`config.mk`:
```
export PLATFORM = sky130hd
export DESIGN_NAME = audio_frame_mouth_level_tracker
export DESIGN_NICKNAME = d
export VERILOG_FILES = /design/src/afmlt_pkg.sv /design/src/audio_frame_mouth_level_tracker.sv /design/src/afmlt_front.sv /design/src/afmlt_queue.sv /design/src/afmlt_back.sv
export SDC_FILE = /design/constraint.sdc
export NUM_CORES = 2
export LEC_CHECK = 0
export ABC_AREA = 1
export BUFFER_PORTS_ARGS = -buffer_cell sky130_fd_sc_hd__buf_2
export CAP_MARGIN = 0
export CORE_ASPECT_RATIO = 0.9
export CORE_MARGIN = 10
export CORE_UTILIZATION = 40
export CTS_BUF_LIST = sky130_fd_sc_hd__clkbuf_16
export DETAILED_ROUTE_END_ITERATION = 7
export GPL_TIMING_DRIVEN = 0
export PLACE_DENSITY_LB_ADDON = 0.1
export SLEW_MARGIN = 20
export SYNTH_ARGS = -nofsm -noshare
export SYNTH_HDL_FRONTEND = slang
export SYNTH_HIERARCHICAL = 1
export SYNTH_SLANG_ARGS = --single-unit
```
`constraint.sdc`:
```
create_clock -name clock -period 16.3 [get_ports clock]
set_clock_uncertainty 0.15 [all_clocks]
set_input_delay 3.26 -clock clock [delete_from_list [all_inputs] [get_ports clock]]
set_output_delay 3.26 -clock clock [all_outputs]
set_load 0.1 [all_outputs]
```
`src/afmlt_pkg.sv`:
```
// Shared constants, payload types and register codes for the frame level tracker.
package afmlt_pkg;

   // Frame length limit and the widths that follow from it
   localparam int FRAME_SAMPLES = 640;
   localparam int COUNT_W       = $clog2(FRAME_SAMPLES + 1);
   localparam logic [COUNT_W-1:0] FRAME_LEN = COUNT_W'(FRAME_SAMPLES);

   localparam int SAMPLE_W   = 16;
   localparam int SQ_W       = 2 * SAMPLE_W - 1;      // square of a sample is at most 2^30
   localparam int ENERGY_W   = SQ_W - 1 + COUNT_W;    // sum of up to FRAME_SAMPLES squares
   localparam int QUOT_W     = SQ_W;                  // energy / n never exceeds one square
   localparam int ROOT_ACC_W = QUOT_W + 1;
   localparam int DIV_CNT_W  = $clog2(ENERGY_W);

   localparam int RMS_W      = 16;
   localparam int LEVEL_W    = 2;
   localparam int OPEN_SHIFT = 8;
   localparam int OPEN_W     = LEVEL_W + OPEN_SHIFT;
   localparam int THR_W      = 16;

   // Divide by three as multiply by 683 and shift by 11, exact below 2048
   localparam int DIV3_SHIFT = 11;
   localparam logic [DIV3_SHIFT-1:0] DIV3_RECIP = 11'd683;

   localparam logic [LEVEL_W-1:0] LEVEL_MAX = 2'd3;

   // Frame queue between front and back; depth is a power of two
   localparam int QUEUE_DEPTH = 4;
   localparam int QPTR_W      = $clog2(QUEUE_DEPTH);
   localparam int QCNT_W      = QPTR_W + 1;

   // Register port
   localparam int CSR_IDX_W  = 3;
   localparam int CSR_DATA_W = 16;

   localparam logic [CSR_IDX_W-1:0] CSR_RISE_ONE   = 3'd0;
   localparam logic [CSR_IDX_W-1:0] CSR_RISE_TWO   = 3'd1;
   localparam logic [CSR_IDX_W-1:0] CSR_RISE_THREE = 3'd2;
   localparam logic [CSR_IDX_W-1:0] CSR_FALL_ONE   = 3'd3;
   localparam logic [CSR_IDX_W-1:0] CSR_FALL_TWO   = 3'd4;
   localparam logic [CSR_IDX_W-1:0] CSR_FALL_THREE = 3'd5;

   localparam logic [THR_W-1:0] RISE_ONE_RST   = 16'd300;
   localparam logic [THR_W-1:0] RISE_TWO_RST   = 16'd950;
   localparam logic [THR_W-1:0] RISE_THREE_RST = 16'd2300;
   localparam logic [THR_W-1:0] FALL_ONE_RST   = 16'd180;
   localparam logic [THR_W-1:0] FALL_TWO_RST   = 16'd650;
   localparam logic [THR_W-1:0] FALL_THREE_RST = 16'd1650;

   typedef struct packed {
      logic signed [SAMPLE_W-1:0] pcm_sample;
      logic                       frame_end;
   } req_payload_type;

   typedef struct packed {
      logic [LEVEL_W-1:0] mouth_level;
      logic [OPEN_W-1:0]  openness_q8;
      logic [RMS_W-1:0]   smoothed_rms;
   } rsp_payload_type;

   // One closed frame: summed energy and sample count
   typedef struct packed {
      logic [ENERGY_W-1:0] energy;
      logic [COUNT_W-1:0]  count;
   } frame_type;

   // Hysteresis thresholds; entry k serves the step between level k and k+1
   typedef struct packed {
      logic [2:0][THR_W-1:0] rise;
      logic [2:0][THR_W-1:0] fall;
   } thr_type;

endpackage

```
`src/audio_frame_mouth_level_tracker.sv`:
```
// Top level of the frame level tracker: register file, front end, queue, back end.
//
//  channel | direction | handshake            | carries
//  --------+-----------+----------------------+----------------------------------
//  req     | in        | req_valid/req_stall  | pcm_sample, frame_end
//  rsp     | out       | rsp_valid/rsp_stall  | mouth_level, openness_q8, smoothed_rms
//  csr     | in        | csr_valid/csr_ready  | csr_index, csr_data
//
// Samples are taken one per cycle while req_stall is low; the front end squares and sums them in three stages.
// A closed frame waits in a four-entry queue; the back end runs it through a divider and a
// square root, one bit per cycle, then through averaging, hysteresis and openness.
// A finished result sits in an output register while the back end takes the next frame.
// Reset (synchronous) clears all frame state and loads the default thresholds.
// req_stall rises only when the queue could fill; csr_ready is always high.
module audio_frame_mouth_level_tracker (
   input  logic                               clock,
   input  logic                               reset,
   input  logic                               req_valid,
   output logic                               req_stall,
   input  afmlt_pkg::req_payload_type         req_payload,
   output logic                               rsp_valid,
   input  logic                               rsp_stall,
   output afmlt_pkg::rsp_payload_type         rsp_payload,
   input  logic                               csr_valid,
   output logic                               csr_ready,
   input  logic [afmlt_pkg::CSR_IDX_W-1:0]    csr_index,
   input  logic [afmlt_pkg::CSR_DATA_W-1:0]   csr_data
);
   import afmlt_pkg::*;

   thr_type           thr_ff;
   logic              push, pop, q_valid;
   frame_type         push_data, q_data;
   logic [QCNT_W-1:0] q_count;

   assign csr_ready = 1'b1;

   // Threshold registers; writes beyond the last index are dropped
   always_ff @(posedge clock) begin
      if (reset) begin
         thr_ff.rise[0] <= RISE_ONE_RST;
         thr_ff.rise[1] <= RISE_TWO_RST;
         thr_ff.rise[2] <= RISE_THREE_RST;
         thr_ff.fall[0] <= FALL_ONE_RST;
         thr_ff.fall[1] <= FALL_TWO_RST;
         thr_ff.fall[2] <= FALL_THREE_RST;
      end else if (csr_valid && csr_ready) begin
         unique case (csr_index)
            CSR_RISE_ONE:   thr_ff.rise[0] <= csr_data;
            CSR_RISE_TWO:   thr_ff.rise[1] <= csr_data;
            CSR_RISE_THREE: thr_ff.rise[2] <= csr_data;
            CSR_FALL_ONE:   thr_ff.fall[0] <= csr_data;
            CSR_FALL_TWO:   thr_ff.fall[1] <= csr_data;
            CSR_FALL_THREE: thr_ff.fall[2] <= csr_data;
            default: ;
         endcase
      end
   end

   afmlt_front u_front (
      .clock       (clock),
      .reset       (reset),
      .req_valid   (req_valid),
      .req_stall   (req_stall),
      .req_payload (req_payload),
      .q_count     (q_count),
      .push        (push),
      .push_data   (push_data)
   );

   afmlt_queue u_queue (
      .clock     (clock),
      .reset     (reset),
      .push      (push),
      .push_data (push_data),
      .pop       (pop),
      .out_valid (q_valid),
      .out_data  (q_data),
      .count     (q_count)
   );

   afmlt_back u_back (
      .clock       (clock),
      .reset       (reset),
      .q_valid     (q_valid),
      .q_data      (q_data),
      .q_pop       (pop),
      .thr         (thr_ff),
      .rsp_valid   (rsp_valid),
      .rsp_stall   (rsp_stall),
      .rsp_payload (rsp_payload)
   );

endmodule

```
`src/afmlt_front.sv`:
```
// Sample front end: squares samples, sums frame energy and closes frames.
module afmlt_front (
   input  logic                        clock,
   input  logic                        reset,
   input  logic                        req_valid,
   output logic                        req_stall,
   input  afmlt_pkg::req_payload_type  req_payload,
   input  logic [afmlt_pkg::QCNT_W-1:0] q_count,
   output logic                        push,
   output afmlt_pkg::frame_type        push_data
);
   import afmlt_pkg::*;

   logic                       a_valid_ff, a_valid_in;
   logic signed [SAMPLE_W-1:0] a_sample_ff;
   logic                       a_end_ff;
   logic                       b_valid_ff, b_valid_in;
   logic [SQ_W-1:0]            b_sq_ff;
   logic                       b_end_ff;
   logic [ENERGY_W-1:0]        energy_ff, energy_in;
   logic [COUNT_W-1:0]         count_ff, count_in;

   logic                       req_accept;
   logic signed [2*SAMPLE_W-1:0] square;
   logic [QCNT_W:0]            occupancy;
   logic [ENERGY_W-1:0]        energy_sum;
   logic [COUNT_W-1:0]         count_next;
   logic                       close;

   // Stall while every queue slot may be claimed by items already in flight
   assign occupancy = (QCNT_W+1)'(q_count) + (QCNT_W+1)'(a_valid_ff)
                      + (QCNT_W+1)'(b_valid_ff);
   assign req_stall  = occupancy >= (QCNT_W+1)'(QUEUE_DEPTH);
   assign req_accept = req_valid && !req_stall;

   assign square = a_sample_ff * a_sample_ff;

   // Accumulate and detect frame close
   assign energy_sum = energy_ff + ENERGY_W'(b_sq_ff);
   assign count_next = count_ff + 1'b1;
   assign close      = b_end_ff || (count_next == FRAME_LEN);

   always_comb begin
      a_valid_in = req_accept;
      b_valid_in = a_valid_ff;
      energy_in  = energy_ff;
      count_in   = count_ff;
      push       = 1'b0;
      push_data.energy = energy_sum;
      push_data.count  = count_next;
      if (b_valid_ff) begin
         if (close) begin
            push      = 1'b1;
            energy_in = '0;
            count_in  = '0;
         end else begin
            energy_in = energy_sum;
            count_in  = count_next;
         end
      end
   end

   // Control state
   always_ff @(posedge clock) begin
      if (reset) begin
         a_valid_ff <= 1'b0;
         b_valid_ff <= 1'b0;
         energy_ff  <= '0;
         count_ff   <= '0;
      end else begin
         a_valid_ff <= a_valid_in;
         b_valid_ff <= b_valid_in;
         energy_ff  <= energy_in;
         count_ff   <= count_in;
      end
   end

   // Payload stages
   always_ff @(posedge clock) begin
      if (req_accept) begin
         a_sample_ff <= req_payload.pcm_sample;
         a_end_ff    <= req_payload.frame_end;
      end
      b_sq_ff  <= square[SQ_W-1:0];
      b_end_ff <= a_end_ff;
   end

endmodule

```
`src/afmlt_queue.sv`:
```
// Short frame queue between the sample front end and the frame back end.
module afmlt_queue (
   input  logic                         clock,
   input  logic                         reset,
   input  logic                         push,
   input  afmlt_pkg::frame_type         push_data,
   input  logic                         pop,
   output logic                         out_valid,
   output afmlt_pkg::frame_type         out_data,
   output logic [afmlt_pkg::QCNT_W-1:0] count
);
   import afmlt_pkg::*;

   frame_type         mem_ff [QUEUE_DEPTH];
   logic [QPTR_W-1:0] wr_ptr_ff, rd_ptr_ff;
   logic [QCNT_W-1:0] count_ff;
   logic              do_pop;

   assign out_valid = count_ff != '0;
   assign out_data  = mem_ff[rd_ptr_ff];
   assign count     = count_ff;
   assign do_pop    = pop && out_valid;

   // Advance pointers and fill count
   always_ff @(posedge clock) begin
      if (reset) begin
         wr_ptr_ff <= '0;
         rd_ptr_ff <= '0;
         count_ff  <= '0;
      end else begin
         if (push) wr_ptr_ff <= wr_ptr_ff + 1'b1;
         if (do_pop) rd_ptr_ff <= rd_ptr_ff + 1'b1;
         if (push && !do_pop) count_ff <= count_ff + 1'b1;
         else if (!push && do_pop) count_ff <= count_ff - 1'b1;
      end
   end

   // Store entries
   always_ff @(posedge clock) begin
      if (push) mem_ff[wr_ptr_ff] <= push_data;
   end

endmodule

```
`src/afmlt_back.sv`:
```
// Frame back end: divide, square root, averaging, level hysteresis and openness.
module afmlt_back (
   input  logic                        clock,
   input  logic                        reset,
   input  logic                        q_valid,
   input  afmlt_pkg::frame_type        q_data,
   output logic                        q_pop,
   input  afmlt_pkg::thr_type          thr,
   output logic                        rsp_valid,
   input  logic                        rsp_stall,
   output afmlt_pkg::rsp_payload_type  rsp_payload
);
   import afmlt_pkg::*;

   typedef enum logic [6:0] {
      ST_IDLE  = 7'b0000001,
      ST_DIV   = 7'b0000010,
      ST_SQRT  = 7'b0000100,
      ST_EMA   = 7'b0001000,
      ST_LEVEL = 7'b0010000,
      ST_OPEN  = 7'b0100000,
      ST_OUT   = 7'b1000000
   } state_type;

   state_type            state_ff, state_in;
   logic [ENERGY_W-1:0]  div_q_ff, div_q_in;
   logic [COUNT_W-1:0]   div_rem_ff, div_rem_in;
   logic [COUNT_W-1:0]   div_n_ff, div_n_in;
   logic [DIV_CNT_W-1:0] div_cnt_ff, div_cnt_in;
   logic [QUOT_W-1:0]    sq_v_ff, sq_v_in;
   logic [ROOT_ACC_W-1:0] sq_root_ff, sq_root_in;
   logic [QUOT_W-1:0]    sq_bit_ff, sq_bit_in;
   logic [RMS_W-1:0]     rms_ff, rms_in;
   logic [RMS_W-1:0]     avg_ff, avg_in;
   logic [LEVEL_W-1:0]   level_ff, level_in;
   logic [OPEN_W-1:0]    open_ff, open_in;
   logic                 rsp_valid_ff, rsp_valid_in;
   rsp_payload_type      rsp_data_ff, rsp_data_in;

   logic [COUNT_W:0]     div_trial, div_diff;
   logic                 div_ge;
   logic [ENERGY_W-1:0]  div_q_next;
   logic [ROOT_ACC_W-1:0] sq_sum, sq_root_next;
   logic                 sq_ge;
   logic [RMS_W+2:0]     ema_sum;
   logic [THR_W-1:0]     rise_sel, fall_sel;
   logic                 rise_ok, fall_ok;
   logic [OPEN_W-1:0]    target, rise_delta, fall_delta, fall_step, open_next;
   logic [OPEN_W:0]      rise_step;
   logic [OPEN_W+DIV3_SHIFT-1:0] fall_prod;
   logic                 rsp_free;

   // One restoring division step: energy / n
   assign div_trial  = {div_rem_ff, div_q_ff[ENERGY_W-1]};
   assign div_ge     = div_trial >= {1'b0, div_n_ff};
   assign div_diff   = div_trial - {1'b0, div_n_ff};
   assign div_q_next = {div_q_ff[ENERGY_W-2:0], div_ge};

   // One square root step, two radicand bits per cycle
   assign sq_sum       = sq_root_ff + ROOT_ACC_W'(sq_bit_ff);
   assign sq_ge        = ROOT_ACC_W'(sq_v_ff) >= sq_sum;
   assign sq_root_next = sq_ge ? (sq_root_ff >> 1) + ROOT_ACC_W'(sq_bit_ff)
                               : (sq_root_ff >> 1);

   // Average: (5 * old + 3 * rms) / 8
   assign ema_sum = ((RMS_W+3)'(avg_ff) << 2) + (RMS_W+3)'(avg_ff)
                    + ((RMS_W+3)'(rms_ff) << 1) + (RMS_W+3)'(rms_ff);

   // Pick the thresholds that apply to the current level
   always_comb begin
      rise_sel = '0;
      fall_sel = '0;
      case (level_ff)
         2'd0: rise_sel = thr.rise[0];
         2'd1: begin
            rise_sel = thr.rise[1];
            fall_sel = thr.fall[0];
         end
         2'd2: begin
            rise_sel = thr.rise[2];
            fall_sel = thr.fall[1];
         end
         default: fall_sel = thr.fall[2];
      endcase
   end

   assign rise_ok = (level_ff != LEVEL_MAX) && (avg_ff >= rise_sel);
   assign fall_ok = (level_ff != '0) && (avg_ff < fall_sel);

   // Openness: fast attack, slow release toward level * 256
   assign target     = {level_ff, {OPEN_SHIFT{1'b0}}};
   assign rise_delta = target - open_ff;
   assign rise_step  = ((OPEN_W+1)'(rise_delta) + 1'b1) >> 1;
   assign fall_delta = open_ff - target;
   assign fall_prod  = fall_delta * DIV3_RECIP;
   assign fall_step  = fall_prod[OPEN_W+DIV3_SHIFT-1:DIV3_SHIFT];
   assign open_next  = (target > open_ff) ? open_ff + rise_step[OPEN_W-1:0]
                                          : open_ff - fall_step;

   assign rsp_free = !rsp_valid_ff || !rsp_stall;

   // Sequencer
   always_comb begin
      state_in     = state_ff;
      div_q_in     = div_q_ff;
      div_rem_in   = div_rem_ff;
      div_n_in     = div_n_ff;
      div_cnt_in   = div_cnt_ff;
      sq_v_in      = sq_v_ff;
      sq_root_in   = sq_root_ff;
      sq_bit_in    = sq_bit_ff;
      rms_in       = rms_ff;
      avg_in       = avg_ff;
      level_in     = level_ff;
      open_in      = open_ff;
      rsp_valid_in = rsp_valid_ff && rsp_stall;
      rsp_data_in  = rsp_data_ff;
      q_pop        = 1'b0;
      unique case (state_ff)
         ST_IDLE: begin
            if (q_valid) begin
               q_pop      = 1'b1;
               div_q_in   = q_data.energy;
               div_n_in   = q_data.count;
               div_rem_in = '0;
               div_cnt_in = DIV_CNT_W'(ENERGY_W - 1);
               state_in   = ST_DIV;
            end
         end
         ST_DIV: begin
            div_q_in   = div_q_next;
            div_rem_in = div_ge ? div_diff[COUNT_W-1:0] : div_trial[COUNT_W-1:0];
            div_cnt_in = div_cnt_ff - 1'b1;
            if (div_cnt_ff == '0) begin
               sq_v_in    = div_q_next[QUOT_W-1:0];
               sq_root_in = '0;
               sq_bit_in  = {1'b1, {(QUOT_W-1){1'b0}}};
               state_in   = ST_SQRT;
            end
         end
         ST_SQRT: begin
            sq_v_in    = sq_ge ? sq_v_ff - sq_sum[QUOT_W-1:0] : sq_v_ff;
            sq_root_in = sq_root_next;
            sq_bit_in  = sq_bit_ff >> 2;
            if (sq_bit_ff[0]) begin
               rms_in   = sq_root_next[RMS_W-1:0];
               state_in = ST_EMA;
            end
         end
         ST_EMA: begin
            avg_in   = ema_sum[RMS_W+2:3];
            state_in = ST_LEVEL;
         end
         ST_LEVEL: begin
            if (rise_ok) level_in = level_ff + 1'b1;
            else if (fall_ok) level_in = level_ff - 1'b1;
            state_in = ST_OPEN;
         end
         ST_OPEN: begin
            open_in  = open_next;
            state_in = ST_OUT;
         end
         ST_OUT: begin
            if (rsp_free) begin
               rsp_valid_in             = 1'b1;
               rsp_data_in.mouth_level  = level_ff;
               rsp_data_in.openness_q8  = open_ff;
               rsp_data_in.smoothed_rms = avg_ff;
               state_in                 = ST_IDLE;
            end
         end
         default: state_in = ST_IDLE;
      endcase
   end

   // Control and tracked state
   always_ff @(posedge clock) begin
      if (reset) begin
         state_ff     <= ST_IDLE;
         avg_ff       <= '0;
         level_ff     <= '0;
         open_ff      <= '0;
         rsp_valid_ff <= 1'b0;
         div_cnt_ff   <= '0;
      end else begin
         state_ff     <= state_in;
         avg_ff       <= avg_in;
         level_ff     <= level_in;
         open_ff      <= open_in;
         rsp_valid_ff <= rsp_valid_in;
         div_cnt_ff   <= div_cnt_in;
      end
   end

   // Datapath registers
   always_ff @(posedge clock) begin
      div_q_ff    <= div_q_in;
      div_rem_ff  <= div_rem_in;
      div_n_ff    <= div_n_in;
      sq_v_ff     <= sq_v_in;
      sq_root_ff  <= sq_root_in;
      sq_bit_ff   <= sq_bit_in;
      rms_ff      <= rms_in;
      rsp_data_ff <= rsp_data_in;
   end

   assign rsp_valid   = rsp_valid_ff;
   assign rsp_payload = rsp_data_ff;

endmodule

```
**Word-level counts from Yosys, hierarchy flattened**

Memories as Yosys holds them, arrays and structs flattened. A register that Yosys moved wholly into a read port is not among the register bits.
Cells that the tools add are included.

- Memories kept: 1
- Output and inout port bits: 31
- Word-level logic and storage cells: 162
- Input bits: 41
- Register bits: 444
- RAM bits: 200

- Equal/unequal tests: 21
- Reduce and logical (&&, ||, !) cells: 37
- Multipliers: 2
- Magnitude comparators: 6
- Add/subtract/negate cells: 23
- Multiplexer cells: 39

Memory list:

| name | words | bits a word | rd ports | clocked after memory_dff | write ports | line | text |
|---|---|---|---|---|---|---|---|
| u_queue.mem_ff | 4 | 50 | 1 | 1 | 1 | afmlt_queue.sv:14 | `frame_type mem_ff [QUEUE_DEPTH];` |

Operators with widths:

| operator | number |
|---|---|
| $pmux W31 S2 | 2 |
| $pmux W16 S3 | 2 |
| $mux W31 | 3 |
| $mux W40 | 2 |
| $pmux W40 S2 | 1 |
| $mux W32 | 2 |
| $pmux W32 S2 | 1 |
| $pmux W7 S7 | 1 |
| $add A40 B31 Y40 | 1 |
| $mux W10 | 4 |
| $add A31 B31 Y32 | 1 |
| $add A32 B31 Y32 | 1 |
| $ge A31 B32 Y1 | 1 |
| $mul A16 B16 Y31 | 1 |
| $sub A31 B31 Y31 | 1 |
| $sub A10 B10 Y10 | 3 |
| $mux W7 | 4 |
| $reduce_and A2 Y1 | 12 |
| $mul A10 B10 Y20 const B | 1 |
| $pmux W10 S2 | 1 |
| $add A18 B16 Y19 | 1 |
| $add A19 B16 Y19 | 1 |
| $add A19 B17 Y19 | 1 |
| $ge A16 B16 Y1 | 1 |
| 45 further kinds | 79 |

**Logic depth before layout (Yosys ltp)**

- Word-level depth: 9
- Mapped depth: 36
- Gate-level depth less buffers: 36

**Hierarchy**

The synthesis kept the hierarchy.

Modules (own cells, without submodules):

| module | area each (sq um) | sequential area each (sq um) | instances | cells each |
|---|---|---|---|---|
| afmlt_back | 19,053.3 | 6,336.1 | 1 | 2,362 |
| afmlt_front | 15,278.4 | 2,172.1 | 1 | 2,039 |
| afmlt_queue | 8,006.4 | 6,185.9 | 1 | 545 |
| audio_frame_mouth_level_tracker | 3,749.8 | 1,921.8 | 1 | 521 |

**Least setup slack after synthesis**

No wires, ideal clock.

- Kind: register to register
- Start point: register u_front.a_sample_ff[1]
- End point: register u_front.b_sq_ff[29]
- Setup slack: 10,250 ps
- Data arrival time: 5,788 ps
- Data required time: 16,037 ps
- Buffers on the path: 2
- Clock period less this slack: 6,050 ps
- Stages on the path, launching flop included: 24
- Library setup time: 113 ps
- Cell sequence: edfxtp_1 > clkbuf_1 > clkbuf_1 > nand2_1 > inv_1 > fa_1 > fa_1 > inv_1 > fa_1 > fa_1 > inv_1 > fa_1 > inv_1 > fa_1 > inv_1 > ha_1 > nand2_1 > inv_1 > nand3_1 > inv_1 > nand2_1 > or2_2 > nand4_1 > nand2_1

- Longest elaborated chain between the ends: 1

RTL lines:

| item | line | text |
|---|---|---|
| start, declared | afmlt_front.sv:15 | `logic signed [SAMPLE_W-1:0] a_sample_ff;` |
| start signal, assigned | afmlt_front.sv:81 | `a_sample_ff <= req_payload.pcm_sample;` |
| $mul A16 B16 Y31 | afmlt_front.sv:36 | `assign square = a_sample_ff * a_sample_ff;` |
| via u_front.square[29] | afmlt_front.sv:24 | `logic signed [2*SAMPLE_W-1:0] square;` |
| end signal, assigned | afmlt_front.sv:84 | `b_sq_ff <= square[SQ_W-1:0];` |
| end, declared | afmlt_front.sv:18 | `logic [SQ_W-1:0] b_sq_ff;` |

The timed path passes the listed nets, and every way through them passes these cells.
A chain may end at the register's enable or synchronous reset.

**Final worst setup path**

- Start point: register u_front.a_sample_ff[6]
- End point: register u_front.b_sq_ff[29]

The elaborated chain is that of the path after synthesis.

==> summary.md <==
| Metric | Value |
|---|---|
| Status | completed |
| Total CTS buffers | 76 |
| CP Cell Sequence | clkbuf_1, clkbuf_1, nand2_1, fa_1, inv_1, fa_1, inv_1, fa_1, fa_1, inv_1, fa_1, inv_1, fa_1, inv_1, ha_1, nand2_1, inv_1, nand3_1, inv_1, nand2_1, nor4_1, nand2_1, nand4_1, nand2_1 |
| Final nets | roughly 6.3k |
| GRT Resource Usage Total | 0.197 |
| Hold Startpoint | u_front/a_end_ff |
| Initial antenna violation count | 1 |
| R2r setup slk | about 9.0 ns |
| EDFF count, synth | 400 |
| Reg2Reg Depth | 24 |
| Worst Setup End Kind | flip-flop |
| GP Congestion | 0.891 |
| Most frequent cell after synthesis | nand2_1 |
| Post-DP HPWL | approximately 100 mm |
| Sink Count | 630 |
| Reg-to-reg endpoint | u_front/b_sq_ff[29] |
| Worst endpoint data arrival time | ~7.8 ns |
| Post-synthesis instance area | 46100 um2 |
| Cell count after synthesis | about 5.5k |
| Vias/cell | approximately 5 |
| Hold Crit Depth | 0 |
| Post-CTS setup buffers | 0 |
| Stages on the worst setup path | 24 |
| Post-synth ARST share | 0 |
| Die Width | 378 um |
| Max Cap Violations | 0 |
| Unique cell type count in the Yosys netlist | between 60 and 70 |
| Max VDD drop | between 0.5 and 0.6 mV |
| Layout cell share with drive strength beyond 1 | 0.0734 |
| Multi-input gate area | 25100 um2 |
| # rows | approximately 120 |
| Crit-path max FO | 10 |
| Hold Fails Final Rpt | 0 |
| Clk_lat worst skew | roughly 0.68 ns |
| IO Count | a little over 70 |
| DRC viols | 0 |
| Register area | around 17000 um2 |
| Reg2reg start | u_front/a_sample_ff[6] |
| Post-CTS sizing | 0 |
| IO Port Bufs | 70 |
| Sequential cell area fraction in the yosys report | 0.361 |
| Final setup TNS | 0 ns |
| Max_slew headroom | 0.296 |
| Share of the synthesized area in the top cell type | 0.261 |
| Setup-failing EPs final | 0 |
| Total Die Area | roughly 130000 um2 |
| Tmin final | ~7.3 ns |
| Delay-heaviest family, CP | adder cells |
| Pwr Density | between 200 and 250 nW/um2 |
| Synth area leaders | edfxtp_1 26%, fa_1 13%, nand2_1 10% |
| Antenna-violating nets left | 0 |
| Post-layout util | 0.446 |
| Mean Syn Cell Area | 8.43 um2 |
| Core ar. | around 110000 um2 |
| Pre-Repair DR Iteration Count | 6 |
| Vias in the first global route | 35.1k |
| CTS root buffer | clkbuf_16 |
| Main synth FF type | edfxtp_1 |
| Grt ovf | 0 |
| Routed wire length | ~130 mm |
| Hold EP | u_front/b_end_ff |
| Fin crit share | 0.451 |
| Kind of critical path | flip-flop to flip-flop |
| Number of H-tree levels | 3 |
| RSZ-0062 raised after global routing | no |
| First-pass GRT wire length | 201 mm |
| Syn nets | about 6k |
| Most used cell, CP | inv_1 |
| P_leak | around 24 nW |
| Maximum buffer depth of the clock tree | 3 |
| Max Clk Rate | around 140 MHz |
| Hold Path Class | flip-flop to flip-flop |
| Vias | approximately 36k |
| Pin count of the biggest net entering global routing | a little over 50 |
| WL per Instance | 17.7 um |
| CP bufs+invs | 9 |
| Synth Warn # | 6 |
| Worst endpoint required time | around 17 ns |
| Yosys reg bits | 630 |
| Starting DRT DRC Count | 2761 |
| Worst Max-Slew Pin Slew | approximately 1.1 ns |
| Worst stage delay on the critical path | approximately 0.86 ns |
| Initial Utilization | 0.402 |
| Die Ht | 342 um |
| Startpoint types | flip-flop |
| CTS tree | built |
| Slew Viols, Final | 0 |
| Slowest-stage cell, CP | fa_1 |
| Cell taking the most area after synthesis | edfxtp_1 |
| Clock slew at reported path FFs | 0.07 ns |
| CTS Hold Bufs | 0 |
| Synth-to-layout area growth | 11.1% |
| Fillers | 11.5k |
| Post-synth top cells | 1231 x nand2_1, 900 x inv_1, 505 x nor2_1, 400 x edfxtp_1, 329 x ha_1 |
[per-stage QoR]
stage	hold slack [ns]	power [mW]	area (um2)	instances	setup slack [ns]
after floorplan	0.173	7.33	46100	5467	10.25
after global placement	0.183	9.22	48300	7037	8.40
after detailed placement	0.185	9.21	48600	7046	8.95
after global routing	0.229	12.2	51200	7185	8.46
final	0.229	11.1	51200	7186	8.95
after CTS	0.222	11.1	51200	7185	8.91
[worst max-delay path by stage]
stage                           startpoint                  end  slack, ns
floorplan           u_front/a_sample_ff[1]  u_front/b_sq_ff[29]      10.25
global placement      u_back/sq_root_ff[2]   u_back/sq_v_ff[26]       8.40
detailed placement  u_front/a_sample_ff[6]  u_front/b_sq_ff[29]       8.95
CTS                 u_front/a_sample_ff[6]  u_front/b_sq_ff[29]       8.91
global route        u_front/a_sample_ff[6]  u_front/b_sq_ff[29]       8.46
finish              u_front/a_sample_ff[6]  u_front/b_sq_ff[29]       8.95
[state kept, by name, indices dropped and copies added, names as in the netlist, 7 cells and up, named ones only]
name	count
u_front/count_ff	10
u_back/sq_bit_ff	16
thr_ff	96
u_back/sq_root_ff	32
u_back/rsp_payload	28
u_back/div_rem_ff	10
u_back/open_ff	10
u_front/energy_ff	40
u_back/avg_ff	16
u_back/state_ff	7
u_front/b_sq_ff	30
u_back/sq_v_ff	31
u_back/div_n_ff	10
u_back/div_q_ff	40
u_queue/mem_ff	200
u_front/a_sample_ff	16
u_back/rms_ff	16
[power by group]
part | leakage, nW | total [mW] | switching [mW] | internal (mW)
registers | 5.52 | 2.10 | 0.0816 | 2.02
logic | 17.1 | 7.18 | 4.66 | 2.53
clock network | 1.30 | 1.78 | 0.740 | 1.04
[layer usage]
layer / track usage / up-vias / share of wire
met3: 0.0354 / 144 / 0.061
met2: 0.295 / 819 / 0.42
li1: - / 17972 / -
met4: 0.0426 / 0 / 0.020
met1: 0.293 / 17089 / 0.50
met5: 0 / - / 0
[placed cells by master (no fill, tap or decap), drive strengths merged, types with 43 or more instances in the layout]
master / Yosys / final
o21ai: 298 / 298
xnor2: 64 / 64
fa: 289 / 289
nand2: 1283 / 1283
nand3: 275 / 275
edfxtp: 400 / 400
nand4: 43 / 43
o22ai: 52 / 52
ha: 329 / 329
clkbuf: 86 / 162
a21oi: 282 / 282
inv: 914 / 934
nor3: 47 / 47
xor2: 107 / 107
nor2: 526 / 526
dfxtp: 230 / 230
buf: 72 / 151
[logic make-up after synthesis]
logic type	after synthesis	share of synthesized area
XOR/XNOR	171	0.0325
flip-flops	630	0.361
adder cells (fa/ha/maj)	618	0.215
other	1	0.0000814
buffers and inverters	1075	0.0957
AND/OR/NAND/NOR	2218	0.203
AO/OA/AOI/OAI	754	0.0936
[area by class of cell]
type                       instances  area share
antenna                            1   0.0000489
buffer                           159      0.0187
clock buffer                      76      0.0372
clock inverter                    63      0.0132
inverter                         916      0.0676
multi-input combinational       3762       0.491
sequential                       630       0.325
tap                             1500      0.0367
timing repair buffer              79      0.0113
Note: power is estimated with default switching activity, not from simulation.
